$ cat config.mk
export PLATFORM = sky130hd
export DESIGN_NAME = bfc_plane_file
export DESIGN_NICKNAME = d
export VERILOG_FILES = /design/src/rtl/bfc_pkg.sv /design/src/rtl/bfc_plane_file.sv
export SDC_FILE = /design/constraint.sdc
export NUM_CORES = 1
export LEC_CHECK = 0
export BUFFER_PORTS_ARGS = -buffer_cell sky130_fd_sc_hd__buf_2
export CAP_MARGIN = 25
export CORE_MARGIN = 8
export CORE_UTILIZATION = 48
export CTS_BUF_LIST = sky130_fd_sc_hd__clkbuf_4 sky130_fd_sc_hd__clkbuf_8
export DETAILED_ROUTE_END_ITERATION = 6
export GPL_TIMING_DRIVEN = 0
export PLACE_DENSITY = 0.78
export SYNTH_ARGS = -nofsm -noshare
export SYNTH_HDL_FRONTEND = slang
export SYNTH_SLANG_ARGS = --single-unit
$ cat constraint.sdc
create_clock -name clk -period 1.2 [get_ports clk]
set_input_delay 0.18 -clock clk [delete_from_list [all_inputs] [get_ports clk]]
set_output_delay 0.18 -clock clk [all_outputs]
set_load 0.01 [all_outputs]
$ cat src/rtl/bfc_pkg.sv
// shared types and constants for the box frustum cull block
package bfc_pkg;

  localparam int COORD_W     = 16;
  localparam int PROD_W      = 32;
  localparam int SUM_W       = 33;
  localparam int OFFSET_SHIFT = 14;
  localparam int CFG_REGS    = 6;
  localparam int CFG_INDEX_W = 3;
  localparam int CFG_DATA_W  = 64;

  typedef logic signed [COORD_W-1:0] coord_t;
  typedef logic signed [SUM_W-1:0]   sum_t;

  typedef struct packed {
    logic signed [COORD_W-1:0] d;
    logic signed [COORD_W-1:0] nz;
    logic signed [COORD_W-1:0] ny;
    logic signed [COORD_W-1:0] nx;
  } plane_t;

  typedef struct packed {
    logic signed [COORD_W-1:0] x;
    logic signed [COORD_W-1:0] y;
    logic signed [COORD_W-1:0] z;
  } vec_t;

  typedef struct packed {
    logic signed [COORD_W-1:0] d;
    logic signed [PROD_W-1:0]  px;
    logic signed [PROD_W-1:0]  py;
    logic signed [PROD_W-1:0]  pz;
  } prod_t;

endpackage

$ cat src/rtl/bfc_plane_file.sv
// frustum plane configuration registers
module bfc_plane_file import bfc_pkg::*; #(
  parameter int PLANE_COUNT = 6
) (
  input  logic                   clk,
  input  logic                   rst,
  input  logic                   wr_en,
  input  logic [CFG_INDEX_W-1:0] wr_index,
  input  logic [CFG_DATA_W-1:0]  wr_data,
  output plane_t                 planes [PLANE_COUNT]
);

  for (genvar p = 0; p < PLANE_COUNT; p++) begin : g_plane
    if (p < CFG_REGS) begin : g_reg
      plane_t plane;
      always_ff @(posedge clk) begin
        if (rst) begin
          plane <= '0;
        end else if (wr_en && wr_index == CFG_INDEX_W'(p)) begin
          plane <= plane_t'(wr_data);
        end
      end
      assign planes[p] = plane;
    end else begin : g_zero
      // planes without a register never reject
      assign planes[p] = '0;
    end
  end

endmodule

Yosys cells after proc, flatten, opt, wreduce, memory -nomap -nowiden
Index checks and enable logic that the tools add are counted.
Widths: inputs -> output; s select.
{ "totals": {"reg_bits": 384, "inputBits": 70, "word_cells": 36} }
{ "classes": {"eq_ne": 5, "reduce_logical": 7} }
{ "op_table": {"columns": ["operator", "count"], "rows": [
  ["$eq 3x2->1 const B", 2],
  ["$eq 3x3->1 const B", 2],
  ["$logic_and 1x1->1", 6],
  ["$eq 3x1->1 const B", 1],
  ["$logic_not 3->1", 1]
]} }

Depth between registers and ports, before layout
{ "depth": {"word_depth": 2, "ltp_mapped": 5, "ltp_nobuf": 2} }

Worst setup path after synthesis
OpenSTA, ideal clock, no wires.
{ "synth_timing": {"path_kind": "in2reg", "from": "in wr_index[0]", "to": "reg g_plane[0].g_reg.plane, in the netlist planes[373]", "setup_time_ns": 0.124, "arrival_ns": 1.081, "t_required_ns": 1.076, "path_slack_ns": -0.005, "stages": 4, "n_path_buf": 2, "cell_sequence": "or4b_1 > clkbuf_2 > buf_6 > mux2i_1"} }
{ "synth_via": {"elab_chain_len": 2} }
{ "synth_rtl": {"columns": ["element", "line", "text"], "rows": [
  ["start, declared", "bfc_plane_file.sv:8", "input logic [CFG_INDEX_W-1:0] wr_index,"],
  ["$logic_not 3->1", "bfc_plane_file.sv:19", "end else if (wr_en && wr_index == CFG_INDEX_W'(p)) begin"],
  ["$logic_and 1x1->1", "bfc_plane_file.sv:19", null],
  ["end signal, assigned", "bfc_plane_file.sv:20", "plane <= plane_t'(wr_data);"],
  ["end, declared", "bfc_plane_file.sv:15", "plane_t plane;"]
]} }
Every way passes these cells.
A chain may end at the register's enable or synchronous reset.

Worst setup path after layout
{ "layout_timing": {"from": "reg g_plane[5].g_reg.plane, in the netlist planes[32]", "to": "out planes[32] (netlist name)"} }
{ "layout_rtl": {"columns": ["element", "line", "text"], "rows": [
  ["start, declared", "bfc_plane_file.sv:15", null],
  ["start signal, assigned", "bfc_plane_file.sv:20", null],
  ["end, declared", "bfc_plane_file.sv:10", "output plane_t planes [PLANE_COUNT]"]
]} }
No word-level cell between the ends.

==> flow_summary.yaml <==
status:
  status: "finished with violations"
  violations: "setup timing"
place:
  pre_cts_ws_ps: -915
  hpwl_um: 35200
  gp_congestion: 0.867
  numPortBuffers: 452
route:
  top_layer: "met5"
  wl_um: 57100
  drt_iter0_drc: 510
  wl_per_cell_um: 23.2
  ant_nets: 0
  num_vias: 12800
  wl_met3_um: 4150
  first_pass_iters: 5
  via_per_inst: 5.20
  drc: 0
  wl_met2_um: 28600
  met1_length_um: 20900
power_and_ir_drop:
  vdd_drop_max_mv: 1.05
  p_clk_share_pct: 43.3
  netSwitchingFraction_pct: 24.3
  power_density_mw_per_mm2: 1200
  p_int_mw: 21.2
  pwr-share-seq_pct: 47.5
  p_leak_nw: 11.7
  power_frac_comb_pct: 9.2
  switchingPower_mw: 6.80
synth:
  ys.flop_type: "dfxtp_1"
  synth_area_leaders: "dfxtp_1 (52%), mux2i_1 (26%), nand2b_1 (19%), buf_2 (1.2%), clkbuf_1 (1.2%)"
  syn_nets: 1387
  ys_seq_area_share_pct: 51.8
  synth_top_area_share_pct: 51.8
  syn_area_mm2: 0.0148
  yosysTopAreaCell: "dfxtp_1"
  ys_types: 13
  syn_inst: 1317
  yosysMostFrequentCell: "nand2b_1"
  synthArstFlopShare_pct: 0
  synth-seq-cells: 384
  yosys-top-cells-count: "nand2b_1 (448), dfxtp_1 (384), mux2i_1 (384)"
  avgSynthCellArea_um2: 11.3
  yosysWarnings: 0
  synth_edf_count: 0
floorplanning:
  coreArea_mm2: 0.0305
  row_count: 64
  dieArea_mm2: 0.0368
  initial_core_util_pct: 48.6
  die_h_um: 192
  dieWidth_um: 192
  ios: 454
cells_and_area:
  fin_nets: 2088
  postLayoutCoreUtil_pct: 76.3
  drive_gt1_share_pct: 57.0
  largest_reg_flops: 384
  syn2layout_area_growth_pct: 56.9
setup_path:
  cp.buffers_inverters: 1
  cp-start-kind: "flop"
  criticalPathCategory: "reg -> out"
  cp-end-kind: "primary output"
  max_stage_delay_ps: 370
  crit_start: "planes[32]"
  crit_required_ps: 1020
  cp.arrival_ps: 1090
  path_cells: "buf_6"
  cp_top_family: "flip-flops"
  rr_worst_depth: 4
  crit_cells: 1
  r2r_start: "planes[332]"
  crit_slowest_cell: "dfxtp_4"
  crit_path_max_fanout: 2
timing:
  worstMarginPinSlew_ps: 630
  period_share_pct: 106
  finalClockSkew_ps: 0
  min_period_ps: 1270
  worst_slack_ps: -69.8
  hold_viol: 0
  fmax_ghz: 0.788
  setup_viol: 329
  drv_slew: 0
  rsz0062_at_grt: "yes"
  max_slew_margin_pct: 58.0
global_routing:
  grt_pass1_vias: 13500
  track_usage_pct: 27.9
  grt_pass1_wl_um: 79700
  antenna_found_initial: 3
  grt_overflow: 0
  grt_max_degree: 20
clock_network:
  numCtsBuffers: 59
  cts_tree: "built"
  clkSlewWorstSetupHoldPaths_ps: 80
  cts_sinks: 384
  clockRootBuffer: "clkbuf_8"
  clk_path_buf_depth: 3
  clkLatencyLatePin_ps: 580
  h-tree-depth: 2
min_path:
  hp-start: "wr_data[17]"
  min_path_cells: 3
  hold_path.class: "in -> reg"
run:
  drv_cap: 0
[metal layers]
layer	vias up	global-route usage, %
li1	5764	-
met1	6258	30.3
met2	590	48.8
met3	200	6.83
met4	2	16.6
met5	-	0
[kinds of logic (layout without fill, tap and decap cells)]
logic type,Yosys count,after routing,share of synthesized area [%]
muxes,384,384,25.9
other,0,3,0
buffers and inverters,93,839,2.85
DFF,384,384,51.8
and+or+nand+nor,456,456,19.4
[through the flow]
| stage | setup TNS, ps | cells | total power, mW | area [um^2] | hold slack, ps |
|---|---|---|---|---|---|
| 2_1_floorplan | -50.2 | 1317 | 14.6 | 14800 | 438 |
| 3_3_place_gp | -250150 | 2165 | 15.4 | 17600 | 455 |
| 3_5_place_dp | -270700 | 2165 | 15.4 | 17600 | 458 |
| 4_1_cts | -14200 | 2344 | 27.7 | 22400 | 1.45 |
| 5_1_grt | -21710 | 2461 | 28.8 | 23300 | 0.794 |
| 6_report | -5330 | 2462 | 28.0 | 23300 | 24.8 |
[final cells by class]
cell class	count	area, um^2
Buffer	92	428
Clock inverter	10	103
Antenna cell	3	7.51
Timing Repair Buffer	641	6110
Sequential cell	384	8180
Tap cell	396	495
Clock buffer	96	1220
Fill cell	1716	7230
Multi-Input combinational cell	840	6740
[path summary, 6_finish.rpt]
| kind | endpoint | slack, ps |
|---|---|---|
| max | planes[32] | -70 |
| min | planes[209] | 20 |
| max reg2reg | planes[332] | 320 |
| min reg2reg | planes[364] | 480 |
[layout by cell type, fill, tap and decap left out]
cell           count
and4bb_2           1
buf_2            105
buf_4            184
buf_6            385
bufinv_16          2
clkbuf_1          41
clkbuf_2           8
clkbuf_4          16
clkbuf_8          80
clkinv_2           7
clkinvlp_4         1
dfxtp_2          380
dfxtp_4            4
diode_2            3
dlygate4sd3_1     10
mux2i_1          384
nand2b_1         445
nand2b_2           3
nand4b_1           2
nand4bb_1          3
nor4b_1            1
or4b_1             1
[power groups by stage]
stage	sequential (mW)	combinational [mW]	clock, mW
global placement	13.5	1.95	0
global route	13.3	2.70	12.8
detailed placement	13.5	1.98	0
CTS	13.3	2.39	12.0
finish	13.3	2.59	12.1
floorplan	13.6	0.987	0
[what timing repair did]
action | 4_1_cts | 5_1_grt
hold buffers | 8 | 2
endpoints found under the hold margin | 27 | 3
gates resized for setup | 849 | 8
buffers inserted | 66 | 113
endpoints found under the setup margin | 660 | 408
Note: power is estimated with default switching activity, not from simulation.
