## src/rtl/bfc_pkg.sv

```systemverilog
// shared types and constants for the box frustum cull block
package bfc_pkg;

  localparam int COORD_W     = 16;
  localparam int PROD_W      = 32;
  localparam int SUM_W       = 33;
  localparam int OFFSET_SHIFT = 14;
  localparam int CFG_REGS    = 6;
  localparam int CFG_INDEX_W = 3;
  localparam int CFG_DATA_W  = 64;

  typedef logic signed [COORD_W-1:0] coord_t;
  typedef logic signed [SUM_W-1:0]   sum_t;

  typedef struct packed {
    logic signed [COORD_W-1:0] d;
    logic signed [COORD_W-1:0] nz;
    logic signed [COORD_W-1:0] ny;
    logic signed [COORD_W-1:0] nx;
  } plane_t;

  typedef struct packed {
    logic signed [COORD_W-1:0] x;
    logic signed [COORD_W-1:0] y;
    logic signed [COORD_W-1:0] z;
  } vec_t;

  typedef struct packed {
    logic signed [COORD_W-1:0] d;
    logic signed [PROD_W-1:0]  px;
    logic signed [PROD_W-1:0]  py;
    logic signed [PROD_W-1:0]  pz;
  } prod_t;

endpackage

```

## src/rtl/bfc_sum_stage.sv

```systemverilog
// plane distance sums, second pipeline stage
module bfc_sum_stage import bfc_pkg::*; #(
  parameter int PLANE_COUNT = 6
) (
  input  logic  clk,
  input  logic  rst,
  input  logic  up_valid,
  output logic  up_ready,
  input  prod_t prod [PLANE_COUNT],
  output logic  down_valid,
  input  logic  down_ready,
  output sum_t  sum [PLANE_COUNT]
);

  logic valid;
  sum_t sum_next [PLANE_COUNT];

  assign up_ready   = !valid || down_ready;
  assign down_valid = valid;

  always_comb begin
    for (int p = 0; p < PLANE_COUNT; p++) begin
      sum_next[p] = SUM_W'(prod[p].px) + SUM_W'(prod[p].py) + SUM_W'(prod[p].pz)
                  + (SUM_W'(prod[p].d) <<< OFFSET_SHIFT);
    end
  end

  always_ff @(posedge clk) begin
    if (rst) begin
      valid <= 1'b0;
    end else if (up_ready) begin
      valid <= up_valid;
    end
  end

  always_ff @(posedge clk) begin
    if (up_valid && up_ready) begin
      sum <= sum_next;
    end
  end

endmodule

```

## config.mk

```make
export PLATFORM = sky130hd
export DESIGN_NAME = bfc_sum_stage
export DESIGN_NICKNAME = d
export VERILOG_FILES = /design/src/rtl/bfc_pkg.sv /design/src/rtl/bfc_sum_stage.sv
export SDC_FILE = /design/constraint.sdc
export NUM_CORES = 1
export LEC_CHECK = 0
export ABC_CLOCK_PERIOD_IN_PS = 6940
export BUFFER_PORTS_ARGS = -buffer_cell sky130_fd_sc_hd__buf_2
export CAP_MARGIN = 15
export CORE_AREA = 8 8 330 332
export CTS_CLUSTER_SIZE = 25
export DETAILED_ROUTE_END_ITERATION = 10
export DIE_AREA = 0 0 338 340
export GPL_TIMING_DRIVEN = 0
export SLEW_MARGIN = 20
export SYNTH_ARGS = -nofsm -noshare
export SYNTH_HDL_FRONTEND = slang
export SYNTH_SLANG_ARGS = --single-unit
export TNS_END_PERCENT = 1
```

## constraint.sdc

```tcl
create_clock -name clk -period 6.94 [get_ports clk]
set_input_delay 0.347 -clock clk [delete_from_list [all_inputs] [get_ports clk]]
set_output_delay 0.347 -clock clk [all_outputs]
set_load 0.005 [all_outputs]
```

### After elaboration in Yosys (flattened, before gate mapping)

Cells that the tools add are included.

* logic and storage cells: 28
* output and inout port bits: 200
* bits in registers: 199
* input port bits: 676

* reductions and logical operators: 3
* $add $sub $neg: 18

Operators with widths (count)
* $add A32 B32 Y33: 6
* $add A33 B30 Y33: 6
* $add A33 B32 Y33: 6
* $logic_and A1 B1 Y1: 1
* $logic_not A1 Y1: 1
* $logic_or A1 B1 Y1: 1

### Longest topological paths before layout

Gate-level depths: netlist of run 1.

* word-level depth: 3
* mapped depth: 13
* mapped depth without buffers: 13

### Least setup slack after synthesis of run 1

No wires, ideal clock.

* path type: input to register
* from: input down_ready
* to: register sum[0] (netlist bit) (enable)
* library setup time: 583 ps
* stages on the path: 2
* buffers on the path: 0
* data arrival time: 5030 ps
* setup slack: 1327 ps
* data required time: 6357 ps
* cells stage by stage: nand2b_1 and2_1

* word-level cells in the longest chain between the ends: 2

Ends and longest elaborated chain
* from (decl): RTL line bfc_sum_stage.sv:11 `input logic down_ready,`
* $logic_or A1 B1 Y1: RTL line bfc_sum_stage.sv:18 `assign up_ready = !valid || down_ready;`
* $logic_and A1 B1 Y1: RTL line bfc_sum_stage.sv:37 `if (up_valid && up_ready) begin`
* to (signal assigned): RTL line bfc_sum_stage.sv:38 `sum <= sum_next;`
* to (decl): RTL line bfc_sum_stage.sv:12 `output sum_t sum [PLANE_COUNT]`

No other way between the ends.
A chain may end at the register's enable or synchronous reset.

==> qor.csv, run 1 <==
stage,metric,value,unit
setup_path,cpPeakStageDelay,750,ps
routing,first_pass_iters,7,
routing,wl,95660,um
clock_network,cts.sinks,199,
clock_network,clock_latency,510,ps
placed_design,gp_congestion,0.9367,
routing,wirelength_met1,39120,um
routing,wl_met2,46380,um
placed_design,port_buffers,875,
setup_path,crit_fanout,3,
clock_network,hold_buffers,1,
grt,grt_max_degree,51,
synthesis,synth_fp_nets,4260,
synthesis,yosys-top-cells-count,"inv_1 (1031), fa_1 (306), ha_1 (258)",
synthesis,synth_top_cell_by_area,fa_1,
pwr,p_sw,0.004023,W
setup_path,cpMaxStageDelayCell,a2111oi_0,
final_layout,final_net_count,5160,
final_layout,fin_util,32.30,%
die,die_h,340,um
pwr,power_frac_comb,64.5,%
sta,clock-skew-final,19.51,ps
pwr,p_int,0.004799,W
clock_network,clockBufferDepth,2,
placed_design,dpl.hpwl,85920,um
grt,first_global_vias,24090,
grt,grt_usage,16.21,%
clock_network,cts_inserted_buffers,17,
synthesis,synth-edff-count,198,
synthesis,ys_seq_area_share,22.23,%
routing,vias,23130,
grt,grt_pass1_wl,141000,um
setup_path,worstPathRequired,7170,ps
final_layout,syn2layout_area_growth,25.29,%
routing,vias_per_cell,4.343,
die,core,0.1041,mm2
pwr,p_clk_share,11.5,%
setup_path,crit_type,in -> reg,
sta,grt_setup_unrepaired,false,
worst_hold_path,hp-class,in -> reg,
clock_network,path_clk_slew,90,ps
synthesis,ys_warn_count,0,
die,die_w,338,um
clock_network,post_cts_buffers,0,
pwr,peakVddDrop,0.1639,mV
setup_path,start_kind,input port,
routing,drt_iter0_markers,1219,
sta,worst_pin_slew,1028,ps
run,cap_violations,0,
sta,setup_violations,0,
run_status,status,completed,
die,die_area,0.1149,mm2
synthesis,synth_top_cell_area_share,22.83,%
clock_network,cts_resized,0,
routing,route.detailed.drc,0,
setup_path,cp-end-kind,register,
pwr,switching_share,45.60,%
synthesis,synth-main-ff-cell,edfxtp_1,
synthesis,ys_seq_elements,199,
synthesis,syn_inst,3020,
clock_network,cts-htree-levels,4,
sta,maxSlewViolCount,0,
synthesis,synth_area,0.02683,mm2
sta,min_period,4193,ps
grt,overflow,0,
setup_path,crit_arrival,4420,ps
final_layout,drive_gt1_share,23.80,%
sta,period_share,60.42,%
setup_path,crit_chain,"buf_2, inv_1, fa_1, inv_1, ha_1, ha_1, fa_1, a211oi_1, o211ai_1, a41oi_1, o31ai_1, a2111oi_0, o41ai_1, xor2_1",
routing,wl_per_cell,17.96,um
final_layout,fillers,11080,
sta,final-hold-violation-count,0,
routing,wl_met3,7236,um
routing,highest_layer,met5,
clock_network,cts_tree,done,
synthesis,async_flop_share,0,%
pwr,p_leak,18.52,nW
synthesis,synth_cell_types,70,
synthesis,avgSynthCellArea,8.884,um2
synthesis,synthMostInstantiatedCell,inv_1,
die,ioPinCount,876,
routing,ant_nets,0,
die,start_util,25.78,%
clock_network,ctsRootBufferMaster,clkbuf_16,
die,rows,119,
pwr,pwr-share-seq,24.0,%
synthesis,netlist_top_cells_area,"fa_1 (23%), edfxtp_1 (22%), inv_1 (14%)",
sta,max_slew_margin,30.91,%
sta,fin_hold_ws,64.29,ps
pwr,p_per_area,262.4,mW/mm2
sta,max_freq,238.5,MHz
grt,antenna_found_initial,5,
==> layer usage <==
| metal | global-route usage (%) | vias up |
|---|---|---|
| li1 | - | 11330 |
| met1 | 19.81 | 10970 |
| met2 | 27.56 | 713 |
| met3 | 4.350 | 117 |
| met4 | 5.205 | 2 |
| met5 | 0 | - |
==> power groups by stage <==
stage                     registers, W  clock network [W]  logic [W]
final                          0.00211            0.00102    0.00569
after global routing           0.00216            0.00110    0.00636
after CTS                      0.00212            0.00107    0.00574
after detailed placement       0.00214                  0    0.00571
after global placement         0.00216                  0    0.00566
after floorplan                0.00222                  0    0.00357
==> stage by stage <==
| step | instances | total power, W | TNS [ps] | instance area [um2] | setup slack (ps) |
|---|---|---|---|---|---|
| 6_report | 5326 | 0.008822 | 0 | 33620 | 2747 |
| 3_3_place_gp | 5286 | 0.007824 | -385250 | 32950 | -1999 |
| 5_1_grt | 5326 | 0.009624 | 0 | 33620 | 2377 |
| 2_1_floorplan | 3020 | 0.005785 | 0 | 26830 | 1327 |
| 4_1_cts | 5324 | 0.008938 | 0 | 33610 | 2650 |
| 3_5_place_dp | 5291 | 0.007857 | 0 | 33070 | 2111 |
==> sequential cells by signal, summed over array words and instances (netlist names) <==
| name | cells |
|---|---|
| sum | 198 |
| down_valid | 1 |
==> cell type report <==
class                   instances  area (um2)  share of cell area, %
inverters                    1032        3874                  11.52
plain buffers                  49       192.7                 0.5732
diodes                          2       5.005                0.01489
clock buffers                  20       436.7                  1.299
well taps                    1391        1740                  5.177
multi-input cells            1740       16810                  49.99
clock inverters                12       97.59                 0.2903
flip-flops and latches        199        5966                  17.75
repair buffers                881        4499                  13.38
==> path summary, 6_finish.rpt <==
path | start | end | slack [ps] | cells past startpoint
worst max-delay path | prod[338] | sum[129] | 2750 | 14
worst min-delay path | up_valid | down_valid | 60 | 3
worst max register to register | down_valid | sum[134] | 5070 | 4
worst min register to register | down_valid | down_valid | 530 | 2
==> placed cells by master, fill, tap and decap left out, types with 11 or more instances in the layout <==
cell       instances
inv_1           1031
buf_2            882
fa_1             306
ha_1             258
edfxtp_1         198
a21oi_1          166
xnor2_1          116
nor2_1           114
a21o_1           111
nand2_1           86
o21ai_0           76
xor2_1            59
clkbuf_1          45
a211oi_1          42
nand4_1           37
nand3_1           32
nor3_1            29
o21a_1            25
o21ai_1           25
o21bai_1          24
o211ai_1          21
a31oi_1           19
o31ai_1           18
clkbuf_16         17
and2_1            16
nand2b_1          16
and3_1            15
a211o_1           11
==> worst max-delay path: cells and delay by family <==
kind / cells / cell delay [ps]
buf+inv: 3 / 180
fa+ha+maj: 4 / 1570
xor+xnor: 1 / 180
compound gates: 6 / 2140
==> logic make-up (layout without fill, tap and decap cells) <==
kind of cell / Yosys count / in the layout / share of synthesized area (%)
mux: 4 / 4 / 0.1492
xor+xnor: 175 / 175 / 5.713
simple gates: 392 / 392 / 7.116
other cells: 0 / 2 / 0
flops: 199 / 199 / 22.23
fa+ha+maj: 564 / 564 / 34.86
buf+inv: 1081 / 1994 / 15.16
compound gates: 605 / 605 / 14.77
Power figures use the tool's default switching activity.
==> inputs of run 2 (changes only) <==
--- a/config.mk
+++ b/config.mk
@@ -5,7 +5,7 @@
 export SDC_FILE = /design/constraint.sdc
 export NUM_CORES = 1
 export LEC_CHECK = 0
-export ABC_CLOCK_PERIOD_IN_PS = 6940
+export ABC_CLOCK_PERIOD_IN_PS = 4000
 export BUFFER_PORTS_ARGS = -buffer_cell sky130_fd_sc_hd__buf_2
 export CAP_MARGIN = 15
 export CORE_AREA = 8 8 330 332
==> constraint.sdc (replaced) <==
create_clock -name clk -period 4 [get_ports clk]
set_input_delay 0.2 -clock clk [delete_from_list [all_inputs] [get_ports clk]]
set_output_delay 0.2 -clock clk [all_outputs]
set_load 0.005 [all_outputs]
==> run 2 against run 1 <==
Cell area grew 0.36%. First-iteration DRC count grew 16%. Via count grew 0.84%. Critical endpoint is now sum[88]. Clock skew shrank 1.2 ps.
==> qor.csv, run 2 (same netlist as run 1, synthesis figures left out) <==
stage,metric,value,unit,change
grt,use_met2,29.00,%,+1.4 points
pwr,p_leak,18.57,nW,+0.27%
sta,period_share,95.45,%,
final_layout,regMostFlops,sum,,
sta,setup_violations,0,,unchanged
worst_hold_path,whs_path_depth,3,,unchanged
final_layout,syn2layout_area_growth,25.74,%,
die,core,0.1041,mm2,unchanged
die,die_h,340,um,unchanged
sta,min_period,3818,ps,
clock_network,cts_tree,done,,
sta,grt_setup_unrepaired,false,,
clock_network,cts_inserted_buffers,17,,unchanged
sta,max_freq,261.9,MHz,
clock_network,ctsRootBufferMaster,clkbuf_16,,
worst_hold_path,min_to,sum[67],,
clock_network,clock_latency,510,ps,about the same
worst_hold_path,hp-class,in -> reg,,
final_layout,largest_register_ff_count,198,,unchanged
routing,first_pass_iters,5,,-2
sta,final-hold-violation-count,0,,unchanged
sta,setup_slack,181.8,ps,-2565 ps
setup_path,r2r_slack,2100,ps,-2970 ps
grt,grt_pass1_wl,148100,um,+5.1%
placed_design,dpl.hpwl,90910,um,+5.8%
clock_network,cts.sinks,199,,unchanged
routing,ant_nets,0,,unchanged
placed_design,place_ws,-704.5,ps,-2815 ps
pwr,p_total,0.01560,W,+77%
clock_network,cts-htree-levels,4,,unchanged
setup_path,worstPathRequired,4250,ps,-2920 ps
routing,drt_iter0_markers,1416,,+16%
placed_design,port_buffers,875,,unchanged
final_layout,multi_input_area,0.01684,mm2,+0.19%
setup_path,crit_type,in -> reg,,
setup_path,cp-end-kind,register,,
placed_design,placed_cells,5291,,unchanged
setup_path,start_kind,input port,,
routing,wl_per_cell,18.97,um,+5.6%
die,die_area,0.1149,mm2,unchanged
placed_design,gp_congestion,0.9528,,+1.7%
die,start_util,25.78,%,unchanged
routing,wl,101100,um,+5.7%
clock_network,path_clk_slew,90,ps,about the same
worst_hold_path,hp-start,prod[289],,
sta,clock-skew-final,18.27,ps,-1.238 ps
final_layout,final_net_count,5161,,+0.019%
grt,met1_usage,21.89,%,+2.1 points
final_layout,final_common_cell,inv_1,,
clock_network,clockBufferDepth,2,,unchanged
clock_network,post_cts_buffers,0,,unchanged
die,ioPinCount,876,,unchanged
setup_path,crit_arrival,4070,ps,-350 ps
setup_path,crit_fanout,3,,unchanged
sta,max_slew_margin,37.69,%,+6.8 points
final_layout,fin_util,32.42,%,+0.12 points
setup_path,reg2reg_from,down_valid,,
sta,worst_pin_slew,926.8,ps,-100.7 ps
grt,grt-busiest-layer,met2,,
grt,antenna_found_initial,13,,+8
sta,maxSlewViolCount,0,,unchanged
die,rows,119,,unchanged
run,cap_violations,0,,unchanged
setup_path,r2r_cells,4,,unchanged
run_status,status,completed,,
final_layout,drive_gt1_share,23.97,%,+0.17 points
routing,route.detailed.drc,0,,unchanged
grt,grt_max_degree,53,,+3.9%
die,die_w,338,um,unchanged
grt,grt_usage,17.22,%,+1.0 points
pwr,p_per_area,462.4,mW/mm2,+76%
grt,use_met3,4.196,%,-0.15 points
routing,vias_per_cell,4.377,,+0.78%
setup_path,rr_endpoint,sum[45],,
routing,vias,23320,,+0.84%
final_layout,seqCellArea,0.005966,mm2,unchanged
grt,overflow,0,,unchanged
sta,fin_tns_setup,0,ps,unchanged
grt,first_global_vias,24610,,+2.1%
final_layout,final_cell_mix,"inv_1 (1031), buf_2 (882), fa_1 (306)",,
final_layout,fillers,11100,,+0.14%
pwr,peakVddDrop,0.2402,mV,+47%
final_layout,fin_cells,5329,,+0.056%
-- run 2: power breakdown --
| part | leakage, nW | internal, W | switching, W |
|---|---|---|---|
| logic | 16.4 | 0.00403 | 0.00593 |
| clock network | 0.286 | 0.000986 | 0.000958 |
| registers | 1.92 | 0.00349 | 0.000195 |
| total | 18.6 | 0.00851 | 0.00709 |
-- run 2: cell type report --
class	instances	area share (%)
multi-input cells	1740	49.91
flip-flops and latches	199	17.68
repair buffers	882	13.39
inverters	1032	11.48
well taps	1391	5.159
clock buffers	17	1.261
plain buffers	49	0.5711
clock inverters	15	0.5155
diodes	4	0.02967
-- run 2: timing repair --
action | 4_1_cts | 5_1_grt
setup endpoints to repair | 6 | 6
resized for setup | 3 | 4
endpoints found under the hold margin | 1 | 0
hold buffers | 2 | 0
-- run 2: stage by stage --
step | hold WS (ps) | instance area (um2)
2_1_floorplan | 269.1 | 26830
3_3_place_gp | 364.6 | 32950
3_5_place_dp | 368.8 | 33080
4_1_cts | 79.78 | 33710
5_1_grt | 127.8 | 33730
6_report | 147.7 | 33740
-- run 2: worst max-delay path: stages --
cell      delay [ps]
buf_2             70
inv_1             50
fa_1             530
inv_1             40
ha_1             270
ha_1             250
fa_1             550
a211o_1          340
a211oi_1         610
o31ai_1          260
a21oi_1          340
o21a_1           270
o21ai_1          120
xor2_1           160
-- run 2: worst max path at each step --
stage / startpoint / to / cells after the start
floorplan: prod[338] / sum[129] / 13
global placement: prod[350] / sum[131] / 12
detailed placement: prod[2] / sum[32] / 14
CTS: prod[338] / sum[121] / 14
global route: prod[338] / sum[129] / 14
finish: prod[226] / sum[88] / 14
-- run 2: routing by layer --
| metal | share of wire, % | vias up |
|---|---|---|
| met1 | 43 | 11160 |
| met3 | 6.9 | 86 |
| met5 | 0.024 | - |
| met2 | 48 | 734 |
| li1 | - | 11340 |
| met4 | 2.4 | 4 |
